$ cat src/rtl/hbmt_pkg.sv
// Shared types, constants and a function of the hierarchical type best-match table.
`timescale 1ns / 1ps
package hbmt_pkg;

	localparam int TABLE_ENTRIES = 64;
	localparam int HANDLE_BITS = 16;
	localparam int KEY_BITS = 64;
	localparam int IDX_W = $clog2(TABLE_ENTRIES);
	localparam int CNT_W = $clog2(TABLE_ENTRIES + 1);

	localparam logic [2:0] FUNC_SET_ACTOR = 3'd0;
	localparam logic [2:0] FUNC_SET_RESOURCE = 3'd1;
	localparam logic [2:0] FUNC_REMOVE_ACTOR = 3'd2;
	localparam logic [2:0] FUNC_REMOVE_RESOURCE = 3'd3;
	localparam logic [2:0] FUNC_LOOKUP = 3'd4;

	// Classified request handed from the front to the back.
	typedef struct packed {
		logic is_set;
		logic is_remove;
		logic is_lookup;
		logic sel_actor;
		logic [KEY_BITS-1:0] key;
		logic [HANDLE_BITS-1:0] actor;
		logic [HANDLE_BITS-1:0] resource;
	} item_t;

	// One stored table entry.
	typedef struct packed {
		logic [KEY_BITS-1:0] key;
		logic [HANDLE_BITS-1:0] actor;
		logic [HANDLE_BITS-1:0] resource;
	} entry_t;

	// Number of leading key fields (8,8,16,8,8,8,8 bits) that agree.
	function automatic logic [2:0] prefix_rank(input logic [KEY_BITS-1:0] a,
		input logic [KEY_BITS-1:0] b);
		logic [6:0] eq;
		logic run;
		logic [2:0] r;
		eq[0] = (a[63:56] == b[63:56]);
		eq[1] = (a[55:48] == b[55:48]);
		eq[2] = (a[47:32] == b[47:32]);
		eq[3] = (a[31:24] == b[31:24]);
		eq[4] = (a[23:16] == b[23:16]);
		eq[5] = (a[15:8] == b[15:8]);
		eq[6] = (a[7:0] == b[7:0]);
		run = 1'b1;
		r = 3'd0;
		for (int i = 0; i < 7; i++) begin
			run = run & eq[i];
			if (run) begin
				r = r + 3'd1;
			end
		end
		return r;
	endfunction

endpackage

$ cat src/rtl/hbmt_front.sv
// Front end: accepts request beats, classifies them and queues them for the back end.
`timescale 1ns / 1ps
module hbmt_front (
	input  logic clk,
	input  logic arst_n,
	input  logic in_valid,
	output logic in_ready,
	input  logic [2:0] func,
	input  logic [7:0] kind,
	input  logic [7:0] domain,
	input  logic [15:0] country,
	input  logic [7:0] category,
	input  logic [7:0] subcategory,
	input  logic [7:0] specific,
	input  logic [7:0] extra,
	input  logic [15:0] actor_in,
	input  logic [15:0] resource_in,
	output logic q_valid,
	output hbmt_pkg::item_t q_item,
	input  logic q_pop
);

	hbmt_pkg::item_t fifo_q [2];
	hbmt_pkg::item_t cls;
	logic wr_ptr_q, rd_ptr_q;
	logic [1:0] count_q;
	logic push;

	// Decode the function code into operation flags.
	always_comb begin
		cls.is_set = (func == hbmt_pkg::FUNC_SET_ACTOR) ||
			(func == hbmt_pkg::FUNC_SET_RESOURCE);
		cls.is_remove = (func == hbmt_pkg::FUNC_REMOVE_ACTOR) ||
			(func == hbmt_pkg::FUNC_REMOVE_RESOURCE);
		cls.is_lookup = (func == hbmt_pkg::FUNC_LOOKUP);
		cls.sel_actor = (func == hbmt_pkg::FUNC_SET_ACTOR) ||
			(func == hbmt_pkg::FUNC_REMOVE_ACTOR);
		cls.key = {kind, domain, country, category, subcategory, specific, extra};
		cls.actor = actor_in[hbmt_pkg::HANDLE_BITS-1:0];
		cls.resource = resource_in[hbmt_pkg::HANDLE_BITS-1:0];
	end

	assign in_ready = (count_q != 2'd2);
	assign push = in_valid && in_ready;
	assign q_valid = (count_q != 2'd0);
	assign q_item = fifo_q[rd_ptr_q];

	// Two-entry queue storage.
	always_ff @(posedge clk) begin
		if (push) begin
			fifo_q[wr_ptr_q] <= cls;
		end
	end

	// Queue pointers and fill count.
	always_ff @(posedge clk or negedge arst_n) begin
		if (!arst_n) begin
			wr_ptr_q <= 1'b0;
			rd_ptr_q <= 1'b0;
			count_q <= 2'd0;
		end else begin
			if (push) begin
				wr_ptr_q <= ~wr_ptr_q;
			end
			if (q_pop) begin
				rd_ptr_q <= ~rd_ptr_q;
			end
			count_q <= count_q + {1'b0, push} - {1'b0, q_pop};
		end
	end

endmodule

$ cat config.mk
export PLATFORM = sky130hd
export DESIGN_NAME = hbmt_front
export DESIGN_NICKNAME = d
export VERILOG_FILES = /design/src/rtl/hbmt_pkg.sv /design/src/rtl/hbmt_front.sv
export SDC_FILE = /design/constraint.sdc
export NUM_CORES = 1
export LEC_CHECK = 0
export ABC_AREA = 1
export BUFFER_PORTS_ARGS = -buffer_cell sky130_fd_sc_hd__buf_2
export CAP_MARGIN = 20
export CORE_MARGIN = 8
export CORE_UTILIZATION = 57
export DETAILED_ROUTE_END_ITERATION = 8
export PLACE_DENSITY = 0.89
export RECOVER_POWER = 25
export SLEW_MARGIN = 0
export SYNTH_ARGS = -nofsm -noshare
export SYNTH_HDL_FRONTEND = slang
export SYNTH_SLANG_ARGS = --single-unit
$ cat constraint.sdc
create_clock -name clk -period 17.18 [get_ports clk]
set_clock_uncertainty 0.05 [all_clocks]
set_input_delay 0.859 -clock clk [delete_from_list [all_inputs] [get_ports clk]]
set_output_delay 0.859 -clock clk [all_outputs]
set_load 0.05 [all_outputs]
==> impl_results.md, run 1 <==
* Simple-Gate Fraction of Synth Area at 0.0101
* Final Cell Area at roughly 9700 um^2
* Largest net degree at the start of global routing at 70
* Worst Path Required at 16270 ps
* Fraction of final layout cells sized beyond drive strength 1 at 0.531
* Critical path depth in cells at 4
* RR Startpoint: count_q[1]
* Reg2Reg Depth at 4
* Pre-Repair DR Iteration Count at 6
* HPWL after DPL at between 10000 and 15000 um
* Vias per inst at between 5 and 6
* CTS tree: built
* Area delta synth->final at 23.1%
* Most common cell after layout, fill and taps aside: edfxtp_1
* CTS Buffer Depth at 3
* Die X at roughly 130 um
* Violation count after the first detailed-route iteration at roughly 280
* Synth Area in Compound Gates at 0.000634
* Clock Sinks at 204
* Tcrit/Tclk final at 0.213
* H-tree Lvls at 1
* Vias at between 3000 and 4000
* Routability cong. at 0.701
* Top-area cell type share of the netlist area at 0.761
* Max-slew violations at 0
* DR WL/cell at approximately 20 um
* Register area share after synthesis at 0.773
* Place WS at between 10000 and 15000 ps
* DRC Markers at 0
* Final net count at between 600 and 700
* Number of max-cap violations at 0
* Biggest cell delay along the critical path at around 840 ps
* Port bufs at between 200 and 250
* Area contributors post-synth: edfxtp_1 76%, mux2_4 17%, buf_12 2.3%, mux2_2 1.4%, dfrtp_1 1.3%
* Slew @ Worst Pin at around 910 ps
* CP Data Arrival Time at 2740 ps
* Cells after DPL at 720
* Ant diodes at 0
* Worst setup SP type: register
* Placeable Area at 13700 um^2
* Post-route insts no fill at between 700 and 800
* Setup crit end kind: output pin
* Peak supply drop at roughly 180 uV
* Max Fanout on Critical Path at 46
* Congestion Overflow GR at 0
* Crit path kind: reg2out
* Fin crit period at approximately 3700 ps
* Main combinational cell family by area after synthesis: multiplexers
* Worst hold-check path type: in2async
* Distinct cells, synth at 15
* Setup_tns at 0 ps
* Leading area contributor after synthesis: edfxtp_1
* Fin. Hold Viols at 0
* Power Total at 2.05 mW
* Postcts setup bufs at 0
* F_max at between 200 and 300 MHz
* CTS Buf Count at 21
* Relative slew slack at 0.392
* CP bufs+invs at 3
* Vias in the first global route at ~4300
* Post-synthesis mux area share at 0.185
* Power Density at 211 nW/um^2
* Synthesized area per cell at 23.0 um^2
* RSZ-0062 raised after global routing: no
* DIE AREA at 17900 um^2
* GRT Util Overall at 0.164
* Endpoints failing setup at 0
* WL final at around 15000 um
* Initial Utilization at 0.575
* Worst-path clk slew at roughly 60 ps
* Initial antenna violation count at 1
* RR Endpoint: fifo_q[0][24]
* Die Y-Extent at between 100 and 150 um
* Slack of the worst reg-to-reg path at between 10000 and 15000 ps
* # hold bufs at CTS at 0
* Hold slack at 153 ps
* Xor and xnor fraction of the mapped netlist area at 0.00111
* P_leak at roughly 3.9 nW
* Synthesized Nets at 448
* CP max-delay cell: dfrtp_4
* Final setup margin at between 10000 and 15000 ps
* First-pass GRT wire length at around 23000 um
* Synthesized area at between 7000 and 8000 um^2
* Row count at 43
* Post-synthesis register bit count at a little over 200
* Cell count after synthesis at ~340
* CTS Root Buffer Type: clkbuf_16
* Post_cts resized at 0
* Worst skew pair latency at a little under 500 ps
* Synth Warn # at 0
* Status: completed
* Final Util at 0.709
* Num ports at between 200 and 250
* Synth Area in Adders at 0.00158
* Post-route ant nets at 0
* Placed cell areas at ~9000 um^2
* Worst path cell trace: buf_4, buf_16, mux2_4, buf_2
* Cell family with most CP delay: buffers and inverters
* Most frequent cells in the layout: 200 x edfxtp_1, 171 x buf_2, 90 x mux2_4
area by class of cell:
type / count / area, um^2
Sequential cell: 204 / 6110
Timing Repair Buffer: 209 / 1050
Clock buffer: 25 / 541
Inverter: 6 / 22.5
Fill cell: 862 / 4000
Multi-Input combinational cell: 123 / 1590
Tap cell: 180 / 225
Clock inverter: 13 / 188
per-layer routing:
layer / vias up / wire, um / GRT usage
met5: - / 8 / 0
met4: 2 / 199 / 0.0387
met3: 22 / 1360 / 0.0606
met2: 172 / 7530 / 0.278
met1: 1934 / 6060 / 0.194
li1: 1792 / - / -
cell usage after synthesis:
| cell | instances |
|---|---|
| ha_1 | 1 |
| buf_6 | 1 |
| buf_12 | 9 |
| xor2_1 | 1 |
| mux2_2 | 10 |
| edfxtp_1 | 200 |
| inv_1 | 6 |
| dfrtp_1 | 4 |
| nand3b_1 | 1 |
| buf_2 | 1 |
| nand2_1 | 11 |
| nand3_1 | 1 |
| a21oi_1 | 1 |
| nor2_1 | 7 |
| mux2_4 | 90 |
worst max path at each step:
stage                     startpoint      endpoint  slack, ps
after CTS                   rd_ptr_q    q_item[43]      13240
after detailed placement    rd_ptr_q    q_item[34]      13770
after floorplan           count_q[1]  fifo_q[1][0]      11380
after global routing        rd_ptr_q    q_item[74]      13400
final                       rd_ptr_q    q_item[71]      13530
after global placement      rd_ptr_q    q_item[38]      13840
logic make-up after synthesis:
group	after synthesis
simple gates	20
buf+inv	17
fa+ha+maj	1
mux	100
xor+xnor	1
compound gates	1
flops	204
registers in the layout, indices dropped and copies added, names as in the netlist:
| name | flops |
|---|---|
| count_q | 2 |
| rd_ptr_q | 1 |
| fifo_q | 200 |
| wr_ptr_q | 1 |
report_power, final:
part / leakage, nW / switching (mW) / internal [mW]
clock network: 0.354 / 0.174 / 0.299
logic: 1.62 / 0.581 / 0.266
registers: 1.91 / 0.0513 / 0.681
Note: power is estimated with default switching activity, not from simulation.
==> run 2, diff against run 1 <==
--- a/config.mk
+++ b/config.mk
@@ -9,9 +9,9 @@
 export BUFFER_PORTS_ARGS = -buffer_cell sky130_fd_sc_hd__buf_2
 export CAP_MARGIN = 20
 export CORE_MARGIN = 8
-export CORE_UTILIZATION = 57
+export CORE_UTILIZATION = 53
 export DETAILED_ROUTE_END_ITERATION = 8
-export PLACE_DENSITY = 0.89
+export PLACE_DENSITY = 0.84
 export RECOVER_POWER = 25
 export SLEW_MARGIN = 0
 export SYNTH_ARGS = -nofsm -noshare
==> constraint.sdc (replaced) <==
create_clock -name clk -period 3.7 [get_ports clk]
set_clock_uncertainty 0.05 [all_clocks]
set_input_delay 0.185 -clock clk [delete_from_list [all_inputs] [get_ports clk]]
set_output_delay 0.185 -clock clk [all_outputs]
set_load 0.05 [all_outputs]
==> run 2 against run 1 <==
  * Final cell count increased by 14%
  * Sequential share of layout area down 5.4 points
  * Via count grew 12%
  * Critical path type unchanged
  * Largest cell class unchanged
==> impl_results.md, run 2 (same netlist as run 1, synthesis figures left out) <==
* Fillers at roughly 900
* Peak supply drop at between 500 and 600 uV
* Status: completed
* Register share of total power at 0.362
* Fraction of final layout cells sized beyond drive strength 1 at 0.417
* Fraction of power spent switching nets at 0.404
* Final Cell Area at around 11000 um^2
* Placed cell areas at ~9000 um^2
* DR WL/cell at approximately 20 um
* Routability cong. at roughly 0.74
* GRT Util Overall at 0.175
* Pre-Repair DR Iteration Count at 4
* First-pass GRT wire length at about 27000 um
* Cells after DPL at 727
* Most frequent cells in the layout: 200 x edfxtp_1, 153 x buf_2, 104 x dlygate4sd3_1
* Die X at 138 um
* Biggest register: fifo_q
* Clock Power Share at 0.204
* DIE AREA at about 19000 um^2
* Comb pwr share at 0.434
* Final Util at 0.731
* Post-route insts no fill at roughly 870
* Worst hold-check path type: in2reg
* Setup crit end kind: output pin
* Vias at ~4400
* Most common cell after layout, fill and taps aside: edfxtp_1
* CTS Root Buffer Type: clkbuf_16
* Row count at 44
* Tcrit/Tclk final at 0.685
* Vias in the first global route at about 4800
* P_leak at 4.21 nW
* Number of max-cap violations at 0
* CP Data Arrival Time at 2300 ps
* Port bufs at 204
* Violation count after the first detailed-route iteration at approximately 280
* Hold slack at approximately 380 ps
* Largest register FFs at 200
* Largest net degree at the start of global routing at approximately 100
* Endpoints failing setup at 0
* Worst-path clk slew at approximately 50 ps
* Power Density at between 800 and 900 nW/um^2
* Max Fanout on Critical Path at 29
* Die Y-Extent at around 140 um
* Fin crit period at around 2500 ps
* Area delta synth->final at 34.7%
* Max-slew violations at 0
* F_max at between 300 and 400 MHz
* Worst setup SP type: register
* Initial Utilization at 0.543
* Initial antenna violation count at 1
* WL final at 17400 um
* Vias per inst at slightly above 5
* Placeable Area at roughly 15000 um^2
* Crit path kind: reg2out
* Power Total at between 9 and 10 mW
* CTS Buf Count at 21
* DRC Markers at 0
* RSZ-0062 raised after global routing: no
* Post_cts resized at 0
* Fin. Hold Viols at 0
* Final net count at between 700 and 800
* Post-route ant nets at 0
* H-tree Lvls at 1
* Slew @ Worst Pin at around 690 ps
* Switching pwr at about 3.8 mW
* Congestion Overflow GR at 0
* CTS Buffer Depth at 3
* Clock Sinks at 204
* Worst skew pair latency at roughly 480 ps
* HPWL after DPL at between 10000 and 15000 um
* Num ports at between 200 and 250
* Worst Path Required at between 3000 and 4000 ps
* Cell internal pwr at between 5 and 6 mW
* Largest regs: fifo_q (200), count_q (2)
* CTS tree: built
* Relative slew slack at 0.540
## run 2: cell types whose count changed in the layout (fill, tap and decap cells not counted), sizes merged, moves of 3 or more
cell,before,now
buf,176,159
clkbuf,58,83
dlygate4sd3,0,104
clkinv,7,4
bufinv,5,1
## run 2: metrics by stage
| stage | setup TNS (ps) | setup WS [ps] |
|---|---|---|
| 3_3_place_gp | 0 | 1680 |
| 4_1_cts | 0 | 1150 |
| 2_1_floorplan | -84090 | -428 |
| 3_5_place_dp | 0 | 1660 |
| 5_1_grt | 0 | 1070 |
| 6_report | 0 | 1170 |
## run 2: worst max-delay path: stages (launching register included)
cell     delay [ps]
dfrtp_4         780
buf_4           430
mux2_2          370
buf_2           210
## run 2: layer usage
metal	GRT usage	routed length, um
met2	0.309	9060
met3	0.0548	1310
met5	0	0
met4	0.0423	305
met1	0.203	6680
## run 2: area by class of cell
class	instances	area (um^2)	area share
clock inverter	5	46.3	0.00435
antenna	1	2.50	0.000235
sequential	204	6110	0.575
inverter	6	22.5	0.00212
multi-input combinational	123	1590	0.149
clock buffer	32	567	0.0533
timing repair buffer	314	2070	0.195
tap	184	230	0.0217
## run 2: power by group through the flow
stage	sequential [mW]	combinational, mW	clock, mW
6_report	3.39	4.06	1.90
2_1_floorplan	3.33	3.48	0
3_3_place_gp	3.39	3.94	0
5_1_grt	3.44	4.23	2.04
3_5_place_dp	3.44	3.99	0
4_1_cts	3.39	4.08	1.94
## run 2: final timing paths
path / from / endpoint / slack (ps) / cells past startpoint
max: rd_ptr_q / q_item[92] / 1170 / 3
min: country[8] / fifo_q[0][72] / 380 / 2
max reg2reg: count_q[1] / fifo_q[0][39] / 1810 / 4
min reg2reg: count_q[0] / count_q[0] / 470 / 1
max in group asynchronous: arst_n / rd_ptr_q / 2820 / 3
min in group asynchronous: arst_n / wr_ptr_q / 580 / 3
## run 2: repair_timing
| action | 4_1_cts | 5_1_grt |
|---|---|---|
| hold buffers | 104 | 0 |
| buffers inserted | 0 | 0 |
| endpoints found under the hold margin | 207 | 0 |
